`config.mk`:
```
export PLATFORM = sky130hd
export DESIGN_NAME = shell_line_editor_tokenizer
export DESIGN_NICKNAME = d
export VERILOG_FILES = /design/src/hw/rtl/slet_pkg.sv /design/src/hw/rtl/shell_line_editor_tokenizer.sv /design/src/hw/rtl/slet_ram.sv /design/src/hw/rtl/slet_dpath.sv /design/src/hw/rtl/slet_ctrl.sv
export SDC_FILE = /design/constraint.sdc
export NUM_CORES = 1
export LEC_CHECK = 0
export ABC_AREA = 1
export BUFFER_PORTS_ARGS = -buffer_cell sky130_fd_sc_hd__buf_2
export CORE_ASPECT_RATIO = 2
export CORE_MARGIN = 1.5
export CORE_UTILIZATION = 40
export CTS_CLUSTER_SIZE = 8
export DETAILED_ROUTE_END_ITERATION = 7
export PLACE_DENSITY = 0.6
export REMOVE_ABC_BUFFERS = 1
export SLEW_MARGIN = 20
export SYNTH_ARGS = -nofsm -noshare
export SYNTH_HDL_FRONTEND = slang
export SYNTH_HIERARCHICAL = 1
export SYNTH_SLANG_ARGS = --single-unit
```
`constraint.sdc`:
```
create_clock -name aclk -period 3.85 [get_ports aclk]
set_clock_uncertainty 0.2 [all_clocks]
set_input_delay 0.1925 -clock aclk [delete_from_list [all_inputs] [get_ports aclk]]
set_output_delay 0.1925 -clock aclk [all_outputs]
set_load 0.05 [all_outputs]
```
`src/hw/rtl/slet_pkg.sv`:
```
// Shared types, character codes and the byte classifier of the shell line editor.
// Used by slet_ctrl, slet_dpath and the top level shell_line_editor_tokenizer.
`timescale 1ns / 1ps

package slet_pkg;

    localparam int LINE_DEPTH_DEF = 32;

    localparam logic [7:0] CH_BS    = 8'h08;
    localparam logic [7:0] CH_DEL   = 8'h7F;
    localparam logic [7:0] CH_CR    = 8'h0D;
    localparam logic [7:0] CH_LF    = 8'h0A;
    localparam logic [7:0] CH_SPACE = 8'h20;
    localparam logic [7:0] CH_TILDE = 8'h7E;
    localparam logic [7:0] CH_NUL   = 8'h00;

    typedef enum logic [1:0] {
        KIND_ECHO  = 2'd0,
        KIND_TOKEN = 2'd1,
        KIND_END   = 2'd2
    } kind_t;

    typedef enum logic [1:0] {
        CLS_OTHER = 2'd0,
        CLS_ERASE = 2'd1,
        CLS_ENTER = 2'd2,
        CLS_PRINT = 2'd3
    } class_t;

    typedef enum logic [1:0] {
        SRC_CONST = 2'd0,
        SRC_RX    = 2'd1,
        SRC_PREV  = 2'd2
    } src_t;

    typedef enum logic [1:0] {
        WEND_ZERO = 2'd0,
        WEND_ONE  = 2'd1,
        WEND_NEXT = 2'd2
    } wend_t;

    typedef enum logic [3:0] {
        ST_IDLE,
        ST_ECHO_PUT,
        ST_BS1,
        ST_BS2,
        ST_BS3,
        ST_CR,
        ST_LF,
        ST_SCAN_RD,
        ST_SCAN_DATA,
        ST_FLUSH,
        ST_LINE_END
    } state_t;

    typedef struct packed {
        logic       load_rx;
        logic       buf_wr;
        logic       fill_inc;
        logic       fill_dec;
        logic       fill_clr;
        logic       scan_clr;
        logic       rd_en;
        logic       scan_adv;
        logic       out_load;
        kind_t      out_kind;
        src_t       out_src;
        logic [7:0] out_const;
        wend_t      wend_sel;
        logic       out_last;
    } cmd_t;

    typedef struct packed {
        class_t byte_class;
        logic   fill_zero;
        logic   fill_full;
        logic   echo_en;
        logic   scan_done;
        logic   prev_valid;
        logic   out_free;
    } status_t;

    function automatic class_t classify(input logic [7:0] b);
        class_t c;
        c = CLS_OTHER;
        if (b == CH_BS || b == CH_DEL) begin
            c = CLS_ERASE;
        end else if (b == CH_CR || b == CH_LF) begin
            c = CLS_ENTER;
        end else if (b >= CH_SPACE && b <= CH_TILDE) begin
            c = CLS_PRINT;
        end
        return c;
    endfunction

endpackage

```
`src/hw/rtl/shell_line_editor_tokenizer.sv`:
```
// Top level of the serial terminal line editor with word splitting.
// Depends on slet_pkg, slet_ctrl, slet_dpath and slet_ram.
//
// Usage: received terminal bytes enter on the s_ channel, one byte per transaction.
// Results leave on the m_ channel: m_tuser is the item kind (echo, token character,
// line end), m_tdata carries the byte and the word-end flag, and m_tlast marks the
// final result caused by one received byte. cfg_wr_en/cfg_wr_data set the echo
// enable; write it only while the block is idle.
// Throughput: one byte is handled at a time; s_tready is high only between bytes.
// A byte with no result, or a printable byte with echo off, needs only ST_IDLE.
// A printable byte with echo goes on to ST_ECHO_PUT, which loads its echo into the
// output register; a backspace with echo goes through ST_BS1, ST_BS2 and ST_BS3.
// An Enter reads the line buffer RAM one entry at a time through its single
// registered read port in ST_SCAN_RD and ST_SCAN_DATA, then ends in ST_FLUSH and
// ST_LINE_END; with echo, ST_CR and ST_LF come first. The receiver can stall it.
// A single output register sits on the m_ side; while it is held by m_tready low,
// the sequencer waits and no new byte is taken once the current byte needs it.
// Reset clears the fill count, echo enable, state and output valid at once;
// there is no clearing pass over the buffer.
`timescale 1ns / 1ps

module shell_line_editor_tokenizer #(
    parameter int LINE_DEPTH = slet_pkg::LINE_DEPTH_DEF
) (
    input  logic        aclk,
    input  logic        aresetn,
    input  logic        cfg_wr_en,
    input  logic        cfg_wr_data,   // echo_enable
    input  logic        s_tvalid,
    output logic        s_tready,
    input  logic [7:0]  s_tdata,       // [7:0] rx_byte
    output logic        m_tvalid,
    input  logic        m_tready,
    output logic [15:0] m_tdata,       // [7:0] out_byte, [8] word_end, [15:9] zero
    output logic [1:0]  m_tuser,       // [1:0] item_kind
    output logic        m_tlast        // last_of_run
);

    slet_pkg::cmd_t    cmd;
    slet_pkg::status_t status;

    slet_ctrl u_ctrl (
        .aclk     (aclk),
        .aresetn  (aresetn),
        .s_tvalid (s_tvalid),
        .s_tready (s_tready),
        .status   (status),
        .cmd      (cmd)
    );

    slet_dpath #(
        .LINE_DEPTH (LINE_DEPTH)
    ) u_dpath (
        .aclk        (aclk),
        .aresetn     (aresetn),
        .cmd         (cmd),
        .status      (status),
        .rx_byte     (s_tdata),
        .cfg_wr_en   (cfg_wr_en),
        .cfg_wr_data (cfg_wr_data),
        .m_tvalid    (m_tvalid),
        .m_tready    (m_tready),
        .m_tdata     (m_tdata),
        .m_tuser     (m_tuser),
        .m_tlast     (m_tlast)
    );

endmodule

```
`src/hw/rtl/slet_ram.sv`:
```
// Generic single-write, single-read RAM with a registered read port.
// Holds the line buffer; no dependencies.
`timescale 1ns / 1ps

module slet_ram #(
    parameter int WIDTH = 8,
    parameter int DEPTH = 32,
    parameter int AW    = (DEPTH > 1) ? $clog2(DEPTH) : 1
) (
    input  logic             aclk,
    input  logic             wr_en,
    input  logic [AW-1:0]    wr_addr,
    input  logic [WIDTH-1:0] wr_data,
    input  logic             rd_en,
    input  logic [AW-1:0]    rd_addr,
    output logic [WIDTH-1:0] rd_data
);

    logic [WIDTH-1:0] mem_reg [DEPTH];
    logic [WIDTH-1:0] rd_data_reg;

    always_ff @(posedge aclk) begin
        if (wr_en) begin
            mem_reg[wr_addr] <= wr_data;
        end
        if (rd_en) begin
            rd_data_reg <= mem_reg[rd_addr];
        end
    end

    assign rd_data = rd_data_reg;

endmodule

```
`src/hw/rtl/slet_dpath.sv`:
```
// Datapath of the line editor: line buffer, fill count, scan pointer and output register.
// Depends on slet_pkg and slet_ram; driven by commands from slet_ctrl.
`timescale 1ns / 1ps

module slet_dpath #(
    parameter int LINE_DEPTH = slet_pkg::LINE_DEPTH_DEF
) (
    input  logic              aclk,
    input  logic              aresetn,
    input  slet_pkg::cmd_t    cmd,
    output slet_pkg::status_t status,
    input  logic [7:0]        rx_byte,
    input  logic              cfg_wr_en,
    input  logic              cfg_wr_data,
    output logic              m_tvalid,
    input  logic              m_tready,
    output logic [15:0]       m_tdata,
    output logic [1:0]        m_tuser,
    output logic              m_tlast
);

    localparam int CW = $clog2(LINE_DEPTH + 1);
    localparam int AW = (LINE_DEPTH > 1) ? $clog2(LINE_DEPTH) : 1;

    logic                  echo_reg;
    logic [CW-1:0]         fill_reg, fill_next;
    logic [CW-1:0]         idx_reg, idx_next;
    logic                  have_prev_reg, have_prev_next;
    logic [7:0]            prev_reg;
    logic [7:0]            rx_hold_reg;
    logic [7:0]            rd_data;
    logic [CW-1:0]         wr_pos;

    logic                  out_valid_reg, out_valid_next;
    slet_pkg::kind_t       out_kind_reg;
    logic [7:0]            out_byte_reg, out_byte_next;
    logic                  out_wend_reg, out_wend_next;
    logic                  out_last_reg;

    assign wr_pos = fill_reg;

    slet_ram #(
        .WIDTH (8),
        .DEPTH (LINE_DEPTH),
        .AW    (AW)
    ) u_ram (
        .aclk    (aclk),
        .wr_en   (cmd.buf_wr),
        .wr_addr (wr_pos[AW-1:0]),
        .wr_data (rx_byte),
        .rd_en   (cmd.rd_en),
        .rd_addr (idx_reg[AW-1:0]),
        .rd_data (rd_data)
    );

    always_comb begin
        fill_next = fill_reg;
        if (cmd.fill_clr) begin
            fill_next = '0;
        end else if (cmd.fill_inc) begin
            fill_next = fill_reg + CW'(1);
        end else if (cmd.fill_dec) begin
            fill_next = fill_reg - CW'(1);
        end

        idx_next       = idx_reg;
        have_prev_next = have_prev_reg;
        if (cmd.scan_clr) begin
            idx_next       = '0;
            have_prev_next = 1'b0;
        end else if (cmd.scan_adv) begin
            idx_next       = idx_reg + CW'(1);
            have_prev_next = 1'b1;
        end
    end

    always_comb begin
        unique case (cmd.out_src)
            slet_pkg::SRC_RX:   out_byte_next = rx_hold_reg;
            slet_pkg::SRC_PREV: out_byte_next = prev_reg;
            default:            out_byte_next = cmd.out_const;
        endcase
        unique case (cmd.wend_sel)
            slet_pkg::WEND_ONE:  out_wend_next = 1'b1;
            slet_pkg::WEND_NEXT: out_wend_next = (rd_data == slet_pkg::CH_SPACE);
            default:             out_wend_next = 1'b0;
        endcase
        out_valid_next = out_valid_reg;
        if (cmd.out_load) begin
            out_valid_next = 1'b1;
        end else if (m_tready) begin
            out_valid_next = 1'b0;
        end
    end

    always_ff @(posedge aclk) begin
        if (!aresetn) begin
            echo_reg      <= 1'b0;
            fill_reg      <= '0;
            idx_reg       <= '0;
            have_prev_reg <= 1'b0;
            out_valid_reg <= 1'b0;
        end else begin
            if (cfg_wr_en) begin
                echo_reg <= cfg_wr_data;
            end
            fill_reg      <= fill_next;
            idx_reg       <= idx_next;
            have_prev_reg <= have_prev_next;
            out_valid_reg <= out_valid_next;
        end
    end

    always_ff @(posedge aclk) begin
        if (cmd.load_rx) begin
            rx_hold_reg <= rx_byte;
        end
        if (cmd.scan_adv) begin
            prev_reg <= rd_data;
        end
        if (cmd.out_load) begin
            out_kind_reg <= cmd.out_kind;
            out_byte_reg <= out_byte_next;
            out_wend_reg <= out_wend_next;
            out_last_reg <= cmd.out_last;
        end
    end

    always_comb begin
        status.byte_class = slet_pkg::classify(rx_byte);
        status.fill_zero  = (fill_reg == '0);
        status.fill_full  = (fill_reg == CW'(LINE_DEPTH));
        status.echo_en    = echo_reg;
        status.scan_done  = (idx_reg == fill_reg);
        status.prev_valid = have_prev_reg && (prev_reg != slet_pkg::CH_SPACE);
        status.out_free   = !out_valid_reg || m_tready;
    end

    assign m_tvalid = out_valid_reg;
    assign m_tdata  = {7'b0, out_wend_reg, out_byte_reg};
    assign m_tuser  = out_kind_reg;
    assign m_tlast  = out_last_reg;

endmodule

```
`src/hw/rtl/slet_ctrl.sv`:
```
// Controller of the line editor: decodes each received byte and sequences echo,
// buffer scan and line-end results. Depends on slet_pkg; drives slet_dpath.
`timescale 1ns / 1ps

module slet_ctrl (
    input  logic              aclk,
    input  logic              aresetn,
    input  logic              s_tvalid,
    output logic              s_tready,
    input  slet_pkg::status_t status,
    output slet_pkg::cmd_t    cmd
);

    slet_pkg::state_t state_reg, state_next;

    always_ff @(posedge aclk) begin
        if (!aresetn) begin
            state_reg <= slet_pkg::ST_IDLE;
        end else begin
            state_reg <= state_next;
        end
    end

    always_comb begin
        state_next    = state_reg;
        s_tready      = 1'b0;
        cmd           = '0;
        cmd.out_kind  = slet_pkg::KIND_ECHO;
        cmd.out_src   = slet_pkg::SRC_CONST;
        cmd.out_const = slet_pkg::CH_NUL;
        cmd.wend_sel  = slet_pkg::WEND_ZERO;

        unique case (state_reg)
            slet_pkg::ST_IDLE: begin
                s_tready = 1'b1;
                if (s_tvalid) begin
                    unique case (status.byte_class)
                        slet_pkg::CLS_ERASE: begin
                            if (!status.fill_zero) begin
                                cmd.fill_dec = 1'b1;
                                if (status.echo_en) begin
                                    state_next = slet_pkg::ST_BS1;
                                end
                            end
                        end
                        slet_pkg::CLS_ENTER: begin
                            cmd.scan_clr = 1'b1;
                            state_next   = status.echo_en ? slet_pkg::ST_CR
                                                          : slet_pkg::ST_SCAN_RD;
                        end
                        slet_pkg::CLS_PRINT: begin
                            if (!status.fill_full) begin
                                cmd.buf_wr   = 1'b1;
                                cmd.fill_inc = 1'b1;
                                cmd.load_rx  = 1'b1;
                                if (status.echo_en) begin
                                    state_next = slet_pkg::ST_ECHO_PUT;
                                end
                            end
                        end
                        default: begin
                        end
                    endcase
                end
            end
            slet_pkg::ST_ECHO_PUT: begin
                if (status.out_free) begin
                    cmd.out_load = 1'b1;
                    cmd.out_src  = slet_pkg::SRC_RX;
                    cmd.out_last = 1'b1;
                    state_next   = slet_pkg::ST_IDLE;
                end
            end
            slet_pkg::ST_BS1: begin
                if (status.out_free) begin
                    cmd.out_load  = 1'b1;
                    cmd.out_const = slet_pkg::CH_BS;
                    state_next    = slet_pkg::ST_BS2;
                end
            end
            slet_pkg::ST_BS2: begin
                if (status.out_free) begin
                    cmd.out_load  = 1'b1;
                    cmd.out_const = slet_pkg::CH_SPACE;
                    state_next    = slet_pkg::ST_BS3;
                end
            end
            slet_pkg::ST_BS3: begin
                if (status.out_free) begin
                    cmd.out_load  = 1'b1;
                    cmd.out_const = slet_pkg::CH_BS;
                    cmd.out_last  = 1'b1;
                    state_next    = slet_pkg::ST_IDLE;
                end
            end
            slet_pkg::ST_CR: begin
                if (status.out_free) begin
                    cmd.out_load  = 1'b1;
                    cmd.out_const = slet_pkg::CH_CR;
                    state_next    = slet_pkg::ST_LF;
                end
            end
            slet_pkg::ST_LF: begin
                if (status.out_free) begin
                    cmd.out_load  = 1'b1;
                    cmd.out_const = slet_pkg::CH_LF;
                    state_next    = slet_pkg::ST_SCAN_RD;
                end
            end
            slet_pkg::ST_SCAN_RD: begin
                if (status.scan_done) begin
                    state_next = slet_pkg::ST_FLUSH;
                end else begin
                    cmd.rd_en  = 1'b1;
                    state_next = slet_pkg::ST_SCAN_DATA;
                end
            end
            slet_pkg::ST_SCAN_DATA: begin
                // The held character goes out once its successor is known, so the
                // successor decides whether it closes a word.
                if (!status.prev_valid || status.out_free) begin
                    cmd.out_load = status.prev_valid;
                    cmd.out_kind = slet_pkg::KIND_TOKEN;
                    cmd.out_src  = slet_pkg::SRC_PREV;
                    cmd.wend_sel = slet_pkg::WEND_NEXT;
                    cmd.scan_adv = 1'b1;
                    state_next   = slet_pkg::ST_SCAN_RD;
                end
            end
            slet_pkg::ST_FLUSH: begin
                if (!status.prev_valid || status.out_free) begin
                    cmd.out_load = status.prev_valid;
                    cmd.out_kind = slet_pkg::KIND_TOKEN;
                    cmd.out_src  = slet_pkg::SRC_PREV;
                    cmd.wend_sel = slet_pkg::WEND_ONE;
                    state_next   = slet_pkg::ST_LINE_END;
                end
            end
            slet_pkg::ST_LINE_END: begin
                if (status.out_free) begin
                    cmd.out_load = 1'b1;
                    cmd.out_kind = slet_pkg::KIND_END;
                    cmd.out_last = 1'b1;
                    cmd.fill_clr = 1'b1;
                    state_next   = slet_pkg::ST_IDLE;
                end
            end
            default: begin
                state_next = slet_pkg::ST_IDLE;
            end
        endcase
    end

endmodule

```
# Word-level counts from Yosys, hierarchy flattened
# Memory sizes are Yosys's and may differ from the RTL's. A register that Yosys moved wholly into a read port is not among the register bits.
# Cells that the tools add are included.
# Widths: inputs -> output; s select.
[word_totals] input_bits=14 word_cells=132 out_inout_bits=21 mem_bits_rw=256 regBits=47 n_memories=1
[memory_table] name="u_dpath.u_ram.mem_reg" words=32 width=8 rd=1 rd_ports_with_merged_regs=1 write_ports=1 line="slet_ram.sv:19" source="logic [WIDTH-1:0] mem_reg [DEPTH];"
[op_classes] reduce_logical=18 mux=57 n_addsub=3 eq_ne=38 magnitude_cmp=2 n_bitwise=1
[ops] op="$mux 4" count=17
[ops] op="$pmux 4 s9" count=1
[ops] op="$pmux 8 s4" count=1
[ops] op="$eq 8x4->1 const B" count=3
[ops] op="$mux 6" count=4
[ops] op="$mux 1" count=18
[ops] op="$eq 4x3->1 const B" count=4
[ops] op="$pmux 8 s2" count=1
[ops] op="$ne 2x1->1 const B" count=7
[ops] op="$reduce_and 13->1" count=1
[ops] op="$add 6x1->6 const B" count=2
[ops] op="$eq 4x4->1 const B" count=3
[ops] op="$pmux 2 s3" count=2
[ops] op="$pmux 4 s3" count=1
[ops] op="$mux 2" count=5
[ops] op="$mux 3" count=3
[ops] op="$eq 2x2->1 const B" count=4
[ops] op="$eq 4x2->1 const B" count=2
[ops] op="$eq 8x6->1 const B" count=1
[ops] op="$eq 8x7->1 const B" count=1
[ops] op="$ge 8x6->1 const B" count=1
[ops] op="$le 8x7->1 const B" count=1
[ops] op="$ne 8x6->1 const B" count=1
[ops] op="$eq 2x1->1 const B" count=3
[ops] op="other kinds (22)" count=32

# Depth between registers and ports, before layout
# Gate-level depths: netlist of the first run.
[logic_depth] ltp_word=11 ltp_mapped=18 depth_no_buf=18

# Modules after synthesis
# Netlist of the first run, hierarchy kept.
[by_module_without_submodules] module="slet_ram" instances=1 area_each_um2=10866.7 cells_each=922 seq_area_each_um2=7927.6
[by_module_without_submodules] module="slet_dpath" instances=1 area_each_um2=2155.8 cells_each=234 seq_area_each_um2=1141.1
[by_module_without_submodules] module="slet_ctrl" instances=1 area_each_um2=591.8 cells_each=112 seq_area_each_um2=80.1

# Worst setup path before layout of the first run
# Ideal clock, no wire load.
[synth_timing] path_kind="register to register" startpoint="register u_ctrl.state_reg[1]" endpoint="memory u_dpath.u_ram.mem_reg[11][0], enable pin" stages_incl_launch_ff=10 arrival_time_ns=2.533 synth_period_minus_slack_ns=3.103 slack_ns=0.747 path_cell_list="dfxtp_1 -> buf_4 -> nor2_2 -> nand2_1 -> inv_1 -> nand2_1 -> nor4_1 -> buf_4 -> nand3_1 -> nor2_1"
[synth_rtl] element="start, declared" line="slet_ctrl.sv:14" source="slet_pkg::state_t state_reg, state_next;"
[synth_rtl] element="start signal, assigned" line="slet_ctrl.sv:18" source="state_reg <= slet_pkg::ST_IDLE;"
[synth_rtl] element="start signal, assigned" line="slet_ctrl.sv:20" source="state_reg <= state_next;"
[synth_rtl] element="end, declared" line="slet_ram.sv:19"

==> results of run 1 <==
worst reg2reg max path, stage by stage, from the launching register on:
cell,delay (ns)
dfxtp_1,0.35
nor2_2,0.27
nand2_1,0.16
inv_1,0.12
nand2_1,0.08
nor4_2,0.19
buf_4,0.21
clkinv_2,0.13
ha_1,0.38
a21oi_1,0.21
nand3_1,0.12
a21oi_1,0.16
nor2_1,0.05
repair_timing:
action,in CTS,in global routing
hold buffers,12,0
buffers inserted,0,0
hold endpoints to repair,96,0
where the power goes:
group / internal, uW / switching [uW] / total [uW] / leakage [uW]
logic: 598 / 1640 / 2240 / 0.00249
clock network: 2090 / 1400 / 3490 / 0.000585
registers: 3910 / 93.5 / 4000 / 0.00279
total: 6590 / 3140 / 9730 / 0.00587
layout by cell type, fill, tap and decap left out, drive strengths merged, types with 4 or more instances in the layout:
| cell | instances |
|---|---|
| inv | 57 |
| dlygate4sd3 | 12 |
| nor3 | 9 |
| dfxtp | 19 |
| nor4 | 8 |
| clkbuf | 63 |
| o21ai | 10 |
| nor2 | 84 |
| buf | 91 |
| ha | 9 |
| xnor2 | 4 |
| conb | 10 |
| nand2 | 422 |
| edfxtp | 292 |
| nand3 | 227 |
| a21oi | 42 |
per-layer routing:
layer / vias to the layer above / GRT usage (%) / part of all wire (%)
li1: 4487 / - / -
met1: 4608 / 22.2 / 36
met2: 319 / 39.8 / 55
met3: 110 / 2.86 / 4.3
met4: 0 / 12.7 / 5.6
met5: - / 0 / 0
stage by stage:
step | power (uW) | utilization (%)
final | 9730 | 46.6
after CTS | 9780 | 46.6
after detailed placement | 6280 | 42.6
after global placement | 6280 | 42.6
after global routing | 10100 | 46.6
after floorplan | 5600 | -
kinds of logic (layout without fill, tap and decap cells):
logic type	Yosys count	count (layout)	share of synthesized area (%)
buffers and inverters	128	226	5.58
XOR/XNOR	4	4	0.257
adder cells (fa/ha/maj)	10	10	0.974
AO/OA/AOI/OAI	56	56	2.19
other	2	10	0.0552
AND/OR/NAND/NOR	757	757	23.7
flip-flops	311	311	67.2
worst max-delay path by stage:
stage                             from                       end  slack, ns  depth (start not counted)
floorplan           u_dpath/idx_reg[0]  u_dpath/u_ram/rd_data[0]      -1.16                          9
CTS                         s_tdata[2]       u_dpath/fill_reg[5]       0.74                         15
global route                s_tdata[2]       u_dpath/fill_reg[5]       0.38                         18
detailed placement          s_tdata[2]       u_dpath/fill_reg[5]       0.71                         14
finish                      s_tdata[6]       u_dpath/fill_reg[5]       0.72                         14
global placement            s_tdata[2]       u_dpath/fill_reg[5]       0.70                         14
final cells by class:
type	instances	area, um2
clock inverter	3	47.5
timing repair buffer	103	736
fill	3120	17900
inverter	57	219
clock buffer	63	1170
multi-input combinational	837	3750
tap	436	546
sequential	311	9150
==> qor.yml, run 1 <==
async_reset_ff_share_pct: 0
viasPerCell: 5.26
synthTopCellsByCount: "nand2_1, edfxtp_1, nand3_1, nor2_1, inv_1"
h-tree-depth: 2
synthTopCellsByArea: "edfxtp_1, nand2_1, nand3_1"
fin_area_um2: 15600
cts_root_buf: "clkbuf_16"
worstPathMaxFanout: 14
cts.clk_slew.worst_paths_ns: 0.05
power_density_nw_per_um2: 623
cp.required_ns: 4.10
place_congestion: 0.889
p_leak_uw: 0.00587
status: "finished, final reports clean"
hold_viol_final: 0
ys.flop_type: "edfxtp_1"
holdPathEnd: "u_dpath/u_ram/mem_reg[17][3]"
numPortBuffers: 27
grt_pass1_vias: 9693
finalNetCount: 1378
max_stage_delay_ns: 0.52
cts_tree: "yes"
antenna_left: 0
drive_above_1_share_pct: 12.2
path_buf_inv: 5
fin_setup_tns_ns: 0
diodes: 0
crit_arrival_ns: 3.37
start_util_pct: 40.6
critPathSlowestCell: "dlygate4sd3_1"
fin_cells: 1810
yosysTopAreaCell: "edfxtp_1"
firstDrtPassIters: 5
layout_min_cycle_time_ns: 3.13
core_area_um2: 33500
synth-seq-cells: 311
synthMostInstantiatedCell: "nand2_1"
grt_max_degree: 97
largest_reg_flops: 256
netlist_instances: 1268
crit_chain: "dlygate4sd3_1 -> buf_2 -> nor4_2 -> nand2_1 -> nand3_1 -> inv_1 -> nor4_2 -> buf_4 -> clkinv_2 -> ha_1 -> a21oi_1 -> nand3_1 -> a21oi_1 -> nor2_1"
wl_per_cell_um: 20.2
setup_ws_ns: 0.723
cts_sinks: 311
setup.worst_path.class: "in2reg"
grt_usage_pct: 21.2
dp_slack_ns: 0.715
r2r-start: "u_ctrl/state_reg[3]"
drc: 0
cp_top_family: "simple AND/OR/NAND/NOR gates"
cp-start-kind: "input port"
die-width_um: 133
netlist_area_um2: 13600
synth_edf_count: 292
ys_seq_area_share_pct: 67.2
die_h_um: 264
antenna_found_initial: 0
whs_path_depth: 2
worstHoldStart: "s_tdata[3]"
dpl.hpwl_mm: 24.1
routed_wl_mm: 36.6
avgSynthCellArea_um2: 10.7
min_period_over_period_pct: 81.2
cts_resized: 0
hold_class: "in2reg"
place_area_um2: 14300
reg2reg_depth: 12
placed_cells: 1732
die_area_um2: 35200
cts_inserted_buffers: 44
syn_to_final_growth_pct: 14.7
worst_pin_slew_ns: 1.10
endpoint_kind: "flip-flop"
timing.hold.ws_ns: 0.0809
timing.rr.end: "u_dpath/fill_reg[5]"
peakVddDrop_mv: 0.490
synth.distinct_cells: 38
grt_overflow_total: 0
rows: 95
cts_buffer_depth: 3
yosys_warnings: 6
setup_viol: 0
clkLatencyLatePin_ns: 0.56
r2r_slack_ns: 1.12
drv_slew: 0
grt_pass1_wl_mm: 55.7
max_freq_ghz: 0.320
rsz0062_at_grt: "false"
synthDominantCellAreaShare_pct: 64.4
maxSlewHeadroom_pct: 26.7
max_cap_violations: 0
ios: 35
drt_iter0_drc: 818
vias: 9524
Note: power is estimated with default switching activity, not from simulation.
==> run 2: changes to the inputs <==
--- a/config.mk
+++ b/config.mk
@@ -5,7 +5,7 @@
 export SDC_FILE = /design/constraint.sdc
 export NUM_CORES = 1
 export LEC_CHECK = 0
-export ABC_AREA = 1
+export ABC_AREA = 0
 export BUFFER_PORTS_ARGS = -buffer_cell sky130_fd_sc_hd__buf_2
 export CORE_ASPECT_RATIO = 2
 export CORE_MARGIN = 1.5
==> constraint.sdc (replaced) <==
create_clock -name aclk -period 3 [get_ports aclk]
set_clock_uncertainty 0.2 [all_clocks]
set_input_delay 0.15 -clock aclk [delete_from_list [all_inputs] [get_ports aclk]]
set_output_delay 0.15 -clock aclk [all_outputs]
set_load 0.05 [all_outputs]
==> qor.yml, run 2 <==
mostFrequentLayoutCells: "edfxtp_1, buf_4, mux4_2"
timing.rr.end: "u_dpath/fill_reg[5]"
drt_iter0_drc: 512  # -37%
grt_pass1_wl_mm: 46.7  # -16%
cp-startpoint: "u_dpath/fill_reg[0]"
switching_share_pct: 26.0  # -6.3 points
utilization_pct: 48.1  # +1.5 points
synthAdderAreaFrac_pct: 1.03  # +0.052 points
cp.required_ns: 3.21  # -0.89 ns
synth-simple-area-share_pct: 6.10  # -18 points
maxSlewHeadroom_pct: 56.1  # +29 points
synth_edf_count: 292  # unchanged
die_area_um2: 33500  # -5.0%
grt_usage_pct: 19.5  # -1.8 points
hold_viol_final: 0  # unchanged
yosysTopAreaCell: "edfxtp_1"
synthMostInstantiatedCell: "edfxtp_1"
status: "finished, final reports clean"
filler_cell_count: 2621  # -16%
clkLatencyLatePin_ns: 0.55  # about the same
synthDominantCellAreaShare_pct: 67.8  # +3.4 points
setup_ws_ns: 0.131  # -0.592 ns
async_reset_ff_share_pct: 0  # unchanged
power_density_nw_per_um2: 713  # +15%
start_util_pct: 40.4  # -0.21 points
layout_min_cycle_time_ns: 2.87
setup_viol: 0  # unchanged
numPortBuffers: 27  # unchanged
whs_path_depth: 2  # unchanged
syn_to_final_growth_pct: 19.2
crit_arrival_ns: 3.08  # -0.29 ns
combPwrFrac_pct: 14.4  # -8.6 points
r2r_slack_ns: 0.13  # -0.99 ns
ys_seq_area_share_pct: 70.8  # +3.6 points
cts.clk_slew.worst_paths_ns: 0.05  # about the same
drive_above_1_share_pct: 32.0  # +20 points
worstPathMaxFanout: 4  # -10
cts_sinks: 311  # unchanged
p_int_uw: 8140  # +23%
setup.worst_path.class: "reg2reg"
synth_compound_area_share_pct: 3.69  # +1.5 points
ios: 35  # unchanged
cp-start-kind: "flip-flop"
core_area_um2: 32000  # -4.5%
synth-xor-area-share_pct: 1.02  # +0.76 points
cts_root_buf: "clkbuf_16"
crit_path_end: "u_dpath/fill_reg[5]"
grt_overflow_total: 0  # unchanged
routed_wl_mm: 31.2  # -15%
final_common_cell: "edfxtp_1"
antenna_found_initial: 3  # +3
dpl.hpwl_mm: 21.7  # -10%
avgSynthCellArea_um2: 18.3  # +71%
cts_inserted_buffers: 44  # unchanged
cts_tree: "yes"
seqPwrFrac_pct: 45.3  # +4.2 points
r2r-start: "u_dpath/fill_reg[0]"
drv_slew: 0  # unchanged
p_leak_uw: 0.00498  # -15%
peakVddDrop_mv: 0.373  # -24%
yosys_warnings: 6  # unchanged
rsz0062_at_grt: "false"
rows: 93  # -2.1%
synthTopCellsByCount: "edfxtp_1, mux4_2, nor2_1, nand2_1, buf_4"
synth_top_family_by_area: "multiplexers"
min_period_over_period_pct: 95.6
dp_slack_ns: -0.197  # -0.912 ns
firstDrtPassIters: 6  # +1
endpoint_kind: "flip-flop"
netlist_instances: 706  # -44%
synth.distinct_cells: 63  # +66%
synth.area.mux_share_pct: 14.9  # +15 points
synthTopCellsByArea: "edfxtp_1, mux4_2, dfxtp_1"
ys.flop_type: "edfxtp_1"
p_switching_uw: 2850  # -9.0%
reg2reg_depth: 10  # -2
place_congestion: 0.836  # -6.0%
antenna_left: 0  # unchanged
drc: 0  # unchanged
vias: 6958  # -27%
netlist_area_um2: 12900  # -5.0%
grt_max_degree: 69  # -29%
cts_buffer_depth: 3  # unchanged
wl_per_cell_um: 24.3  # +20%
finalNetCount: 862  # -37%
h-tree-depth: 2  # unchanged
largest_reg_flops: 256  # unchanged
die_h_um: 257  # -2.5%
max_cap_violations: 0  # unchanged
power_uw: 11000  # +13%
clkPwrFrac_pct: 40.4  # +4.5 points
synth-seq-cells: 311  # unchanged
worst_pin_slew_ns: 0.657  # -0.442 ns
viasPerCell: 5.42  # +3.0%
grt_pass1_vias: 7486  # -23%
die-width_um: 130  # -2.5%
fin_setup_tns_ns: 0  # unchanged
hold_class: "in2reg"
max_freq_ghz: 0.349
## run 2: cell types whose count changed after synthesis, sizes merged, moves of 6 or more
cell    previous run  this run
inv               56         9
o21ai             10        21
nand2b             0         6
a21oi             42         9
a22oi              0         8
buf               63        33
mux2               0         8
clkbuf             8        15
nand2            422        27
nor2              84        59
xor2               0         6
nand3            227         8
mux4               0        80
## run 2: power by group through the flow
stage               registers, uW  clock network (uW)  logic, uW
floorplan                    5460                   0        625
global placement             5060                   0       1490
detailed placement           5060                   0       1540
CTS                          4980                4530       1550
global route                 5000                4700       1690
finish                       4980                4440       1580
## run 2: worst min-delay path by stage
stage / from / to / slack [ns]
2_1_floorplan: s_tdata[0] / u_dpath/rx_hold_reg[0] / 0.05
3_3_place_gp: cfg_wr_data / u_dpath/echo_reg / 0.21
3_5_place_dp: cfg_wr_data / u_dpath/echo_reg / 0.23
4_1_cts: s_tdata[4] / u_dpath/u_ram/mem_reg[20][4] / 0.006
5_1_grt: s_tdata[4] / u_dpath/u_ram/mem_reg[20][4] / 0.02
6_report: s_tdata[6] / u_dpath/u_ram/mem_reg[13][6] / 0.02
## run 2: worst max-delay path, stage by stage, from the launching register on
cell	delay [ns]
dfxtp_1	0.31
or4_4	0.54
nor3b_2	0.18
buf_4	0.14
nor3b_2	0.05
inv_2	0.08
ha_1	0.25
a211o_1	0.34
a2111oi_4	0.41
o31a_1	0.20
nor3_2	0.04
## run 2: layout make-up
cell class | count | area, um2 | area share (%)
Clock inverter | 2 | 46.3 | 0.300
Inverter | 9 | 33.8 | 0.219
Sequential cell | 311 | 9150 | 59.4
Multi-Input combinational cell | 346 | 3510 | 22.8
Timing Repair Buffer | 126 | 933 | 6.06
Antenna cell | 1 | 2.50 | 0.0162
Clock buffer | 62 | 1190 | 7.72
Tap cell | 427 | 534 | 3.47
## run 2: what timing repair did
action                                  4_1_cts  5_1_grt
setup buffers                                 0        1
hold endpoints to repair                    117        0
gates resized for setup                       0        5
endpoints found under the setup margin        0        1
hold buffers                                 12        0
## run 2: kinds of logic (layout without fill, tap and decap cells)
family                     count (synthesis)  after routing
AOI/OAI and AO/OA                         66             66
xor gates and xnor gates                  15             15
adders and majority gates                 10             10
buffers and inverters                     57            199
DFF                                      311            311
muxes                                     91             91
other                                      2             11
and+or+nand+nor                          154            154
## run 2: stage by stage
step	cells	area, um2	hold slack [ns]
final	1284	15400	0.0197
after global routing	1283	15400	0.0156
after CTS	1282	15400	0.00614
after detailed placement	1206	14000	0.226
after global placement	1206	14000	0.209
after floorplan	666	12700	0.0489
## run 2: layer usage
layer | vias to the layer above | share of wire, % | global-route usage [%]
li1 | 3070 | - | -
met1 | 3601 | 33 | 19.5
met2 | 201 | 58 | 36.5
met3 | 84 | 3.2 | 2.81
met4 | 2 | 6.4 | 12.2
met5 | - | 0.022 | 0
==> run 3: changes to the inputs <==
--- a/config.mk
+++ b/config.mk
@@ -7,12 +7,12 @@
 export LEC_CHECK = 0
 export ABC_AREA = 0
 export BUFFER_PORTS_ARGS = -buffer_cell sky130_fd_sc_hd__buf_2
-export CORE_ASPECT_RATIO = 2
+export CORE_ASPECT_RATIO = 1.1
 export CORE_MARGIN = 1.5
-export CORE_UTILIZATION = 40
+export CORE_UTILIZATION = 55
 export CTS_CLUSTER_SIZE = 8
 export DETAILED_ROUTE_END_ITERATION = 7
-export PLACE_DENSITY = 0.6
+export PLACE_DENSITY = 0.77
 export REMOVE_ABC_BUFFERS = 1
 export SLEW_MARGIN = 20
 export SYNTH_ARGS = -nofsm -noshare
==> qor.yml, run 3 (synthesis gave the netlist of run 2 again) <==
status: "finished, final reports clean"
busiest_layer: "met2"
numPortBuffers: 27  # unchanged
final_common_cell: "edfxtp_1"
routed_wl_mm: 30.0  # -3.9%
worst_pin_slew_ns: 0.779  # +0.123 ns
mostFrequentLayoutCells: "edfxtp_1, buf_4, mux4_2"
drv_slew: 0  # unchanged
largest_reg_flops: 256  # unchanged
place_area_um2: 13900  # -0.54%
die-width_um: 149  # +15%
syn_to_final_growth_pct: 18.7
met2_usage_pct: 42.2  # +5.7 points
clkLatencyLatePin_ns: 0.53  # -0.02 ns
cts_sinks: 311  # unchanged
ios: 35  # unchanged
dpl.hpwl_mm: 18.7  # -14%
h-tree-depth: 2  # unchanged
crit_arrival_ns: 3.10  # +0.02 ns
grt_max_degree: 35  # -49%
place_congestion: 0.951  # +14%
register_area_um2: 9150  # unchanged
viasPerCell: 6.20  # +14%
power_density_nw_per_um2: 713  # -0.11%
core_area_um2: 23000  # -28%
start_util_pct: 56.2  # +16 points
max_freq_ghz: 0.344  # -1.2%
cp.required_ns: 3.20  # about the same
peakVddDrop_mv: 0.385  # +3.3%
drc: 0  # unchanged
max_cap_violations: 0  # unchanged
min_period_over_period_pct: 96.9  # +1.2 points
cts_inserted_buffers: 44  # unchanged
cts_root_buf: "clkbuf_16"
setup.worst_path.class: "reg2reg"
setup_viol: 0  # unchanged
filler_cell_count: 1418  # -46%
diodes: 0  # -1
grt_usage_pct: 25.5  # +6.1 points
endpoint_kind: "flip-flop"
fin_cells: 1162  # -9.5%
hold_viol_final: 0  # unchanged
cts_tree: "yes"
r2r-start: "u_ctrl/state_reg[2]"
gr-usage-met3_pct: 4.56  # +1.7 points
grt.met1_usage_pct: 34.0  # +14 points
grt_pass1_wl_mm: 45.5  # -2.4%
drive_above_1_share_pct: 32.7  # +0.71 points
firstDrtPassIters: 6  # unchanged
setup_ws_ns: 0.0944  # -0.0363 ns
cp-start-kind: "flip-flop"
rows: 58  # -38%
vias: 7204  # +3.5%
cts.clk_slew.worst_paths_ns: 0.05  # about the same
hold_class: "in2reg"
antenna_found_initial: 0  # -3
layout_min_cycle_time_ns: 2.91  # +0.0363 ns
multi_input_area_um2: 3540  # +0.68%
cp-startpoint: "u_ctrl/state_reg[2]"
drt_iter0_drc: 746  # +46%
placed_cells: 1085  # -10%
worstPathMaxFanout: 5  # +1
fin_area_um2: 15300  # -0.42%
cts_buffer_depth: 3  # unchanged
die_h_um: 164  # -36%
die_area_um2: 24400  # -27%
critPathSlowestCell: "a2111oi_4"
dp_slack_ns: -0.412  # -0.214 ns
grt_pass1_vias: 7597  # +1.5%
grt_overflow_total: 0  # unchanged
utilization_pct: 66.7  # +19 points
timing.hold.ws_ns: 0.0292  # +0.00952 ns
p_leak_uw: 0.00502  # +0.69%
crit_chain: "nor4_4 -> nand3_2 -> nor3b_4 -> inv_2 -> ha_1 -> a211o_1 -> a2111oi_4 -> o31a_1 -> nor3_2"
finalNetCount: 870  # +0.93%
maxSlewHeadroom_pct: 47.9  # -8.2 points
antenna_left: 0  # unchanged
wl_per_cell_um: 25.8  # +6.2%
worstHoldStart: "s_tdata[3]"
max_stage_delay_ns: 0.42  # -0.12 ns
run 3: cell types whose count changed in the layout (fill, tap and decap cells not counted), sizes merged:
cell and delta:
buf +6, clkbuf -3, clkinv -1, diode -1, dlygate4sd3 +2, inv +2
run 3: cell type report:
| class | count | share of cell area (%) |
|---|---|---|
| clock inverter | 3 | 0.294 |
| multi-input combinational | 346 | 23.1 |
| timing repair buffer | 134 | 6.78 |
| sequential | 311 | 59.7 |
| clock buffer | 59 | 7.54 |
| inverter | 9 | 0.220 |
| tap | 300 | 2.45 |
run 3: final timing paths:
| path | to | slack, ns | cells after the start |
|---|---|---|---|
| setup / recovery | u_dpath/fill_reg[5] | 0.09 | 9 |
| hold / removal | u_dpath/u_ram/mem_reg[23][3] | 0.03 | 2 |
| setup reg to reg | u_dpath/fill_reg[5] | 0.09 | 9 |
| hold reg to reg | u_dpath/prev_reg[6] | 0.27 | 0 |
run 3: worst max-delay path: cells and delay by family, from the launching register on:
family	cells	cell delay, ns
compound gates	3	0.99
fa+ha+maj	1	0.25
buf+inv	1	0.11
flops	1	0.33
simple gates	4	0.88
run 3: routing by layer:
metal / up-vias / part of all wire [%]
met4: 0 / 3.5
li1: 3102 / -
met3: 66 / 7.2
met2: 382 / 50
met5: - / 0
met1: 3654 / 39
run 3: metrics by stage:
stage               setup TNS [ns]  power [uW]
global route                -0.235       11300
detailed placement          -31.08        6570
floorplan                  -328.61        6080
finish                           0       10900
CTS                              0       10900
global placement            -16.70        6520
run 3: where the power goes:
part | switching, uW | total (uW) | internal [uW]
logic | 1070 | 1580 | 515
clock network | 1710 | 4370 | 2660
registers | 56.5 | 4980 | 4930
run 3: repair_timing:
item / in CTS / in global routing
cloned: 0 / 0
resized for setup: 2 / 8
hold endpoints to repair: 193 / 0
setup buffers: 0 / 1
pin swaps: 1 / 7
hold buffers: 14 / 0
setup endpoints to repair: 1 / 65
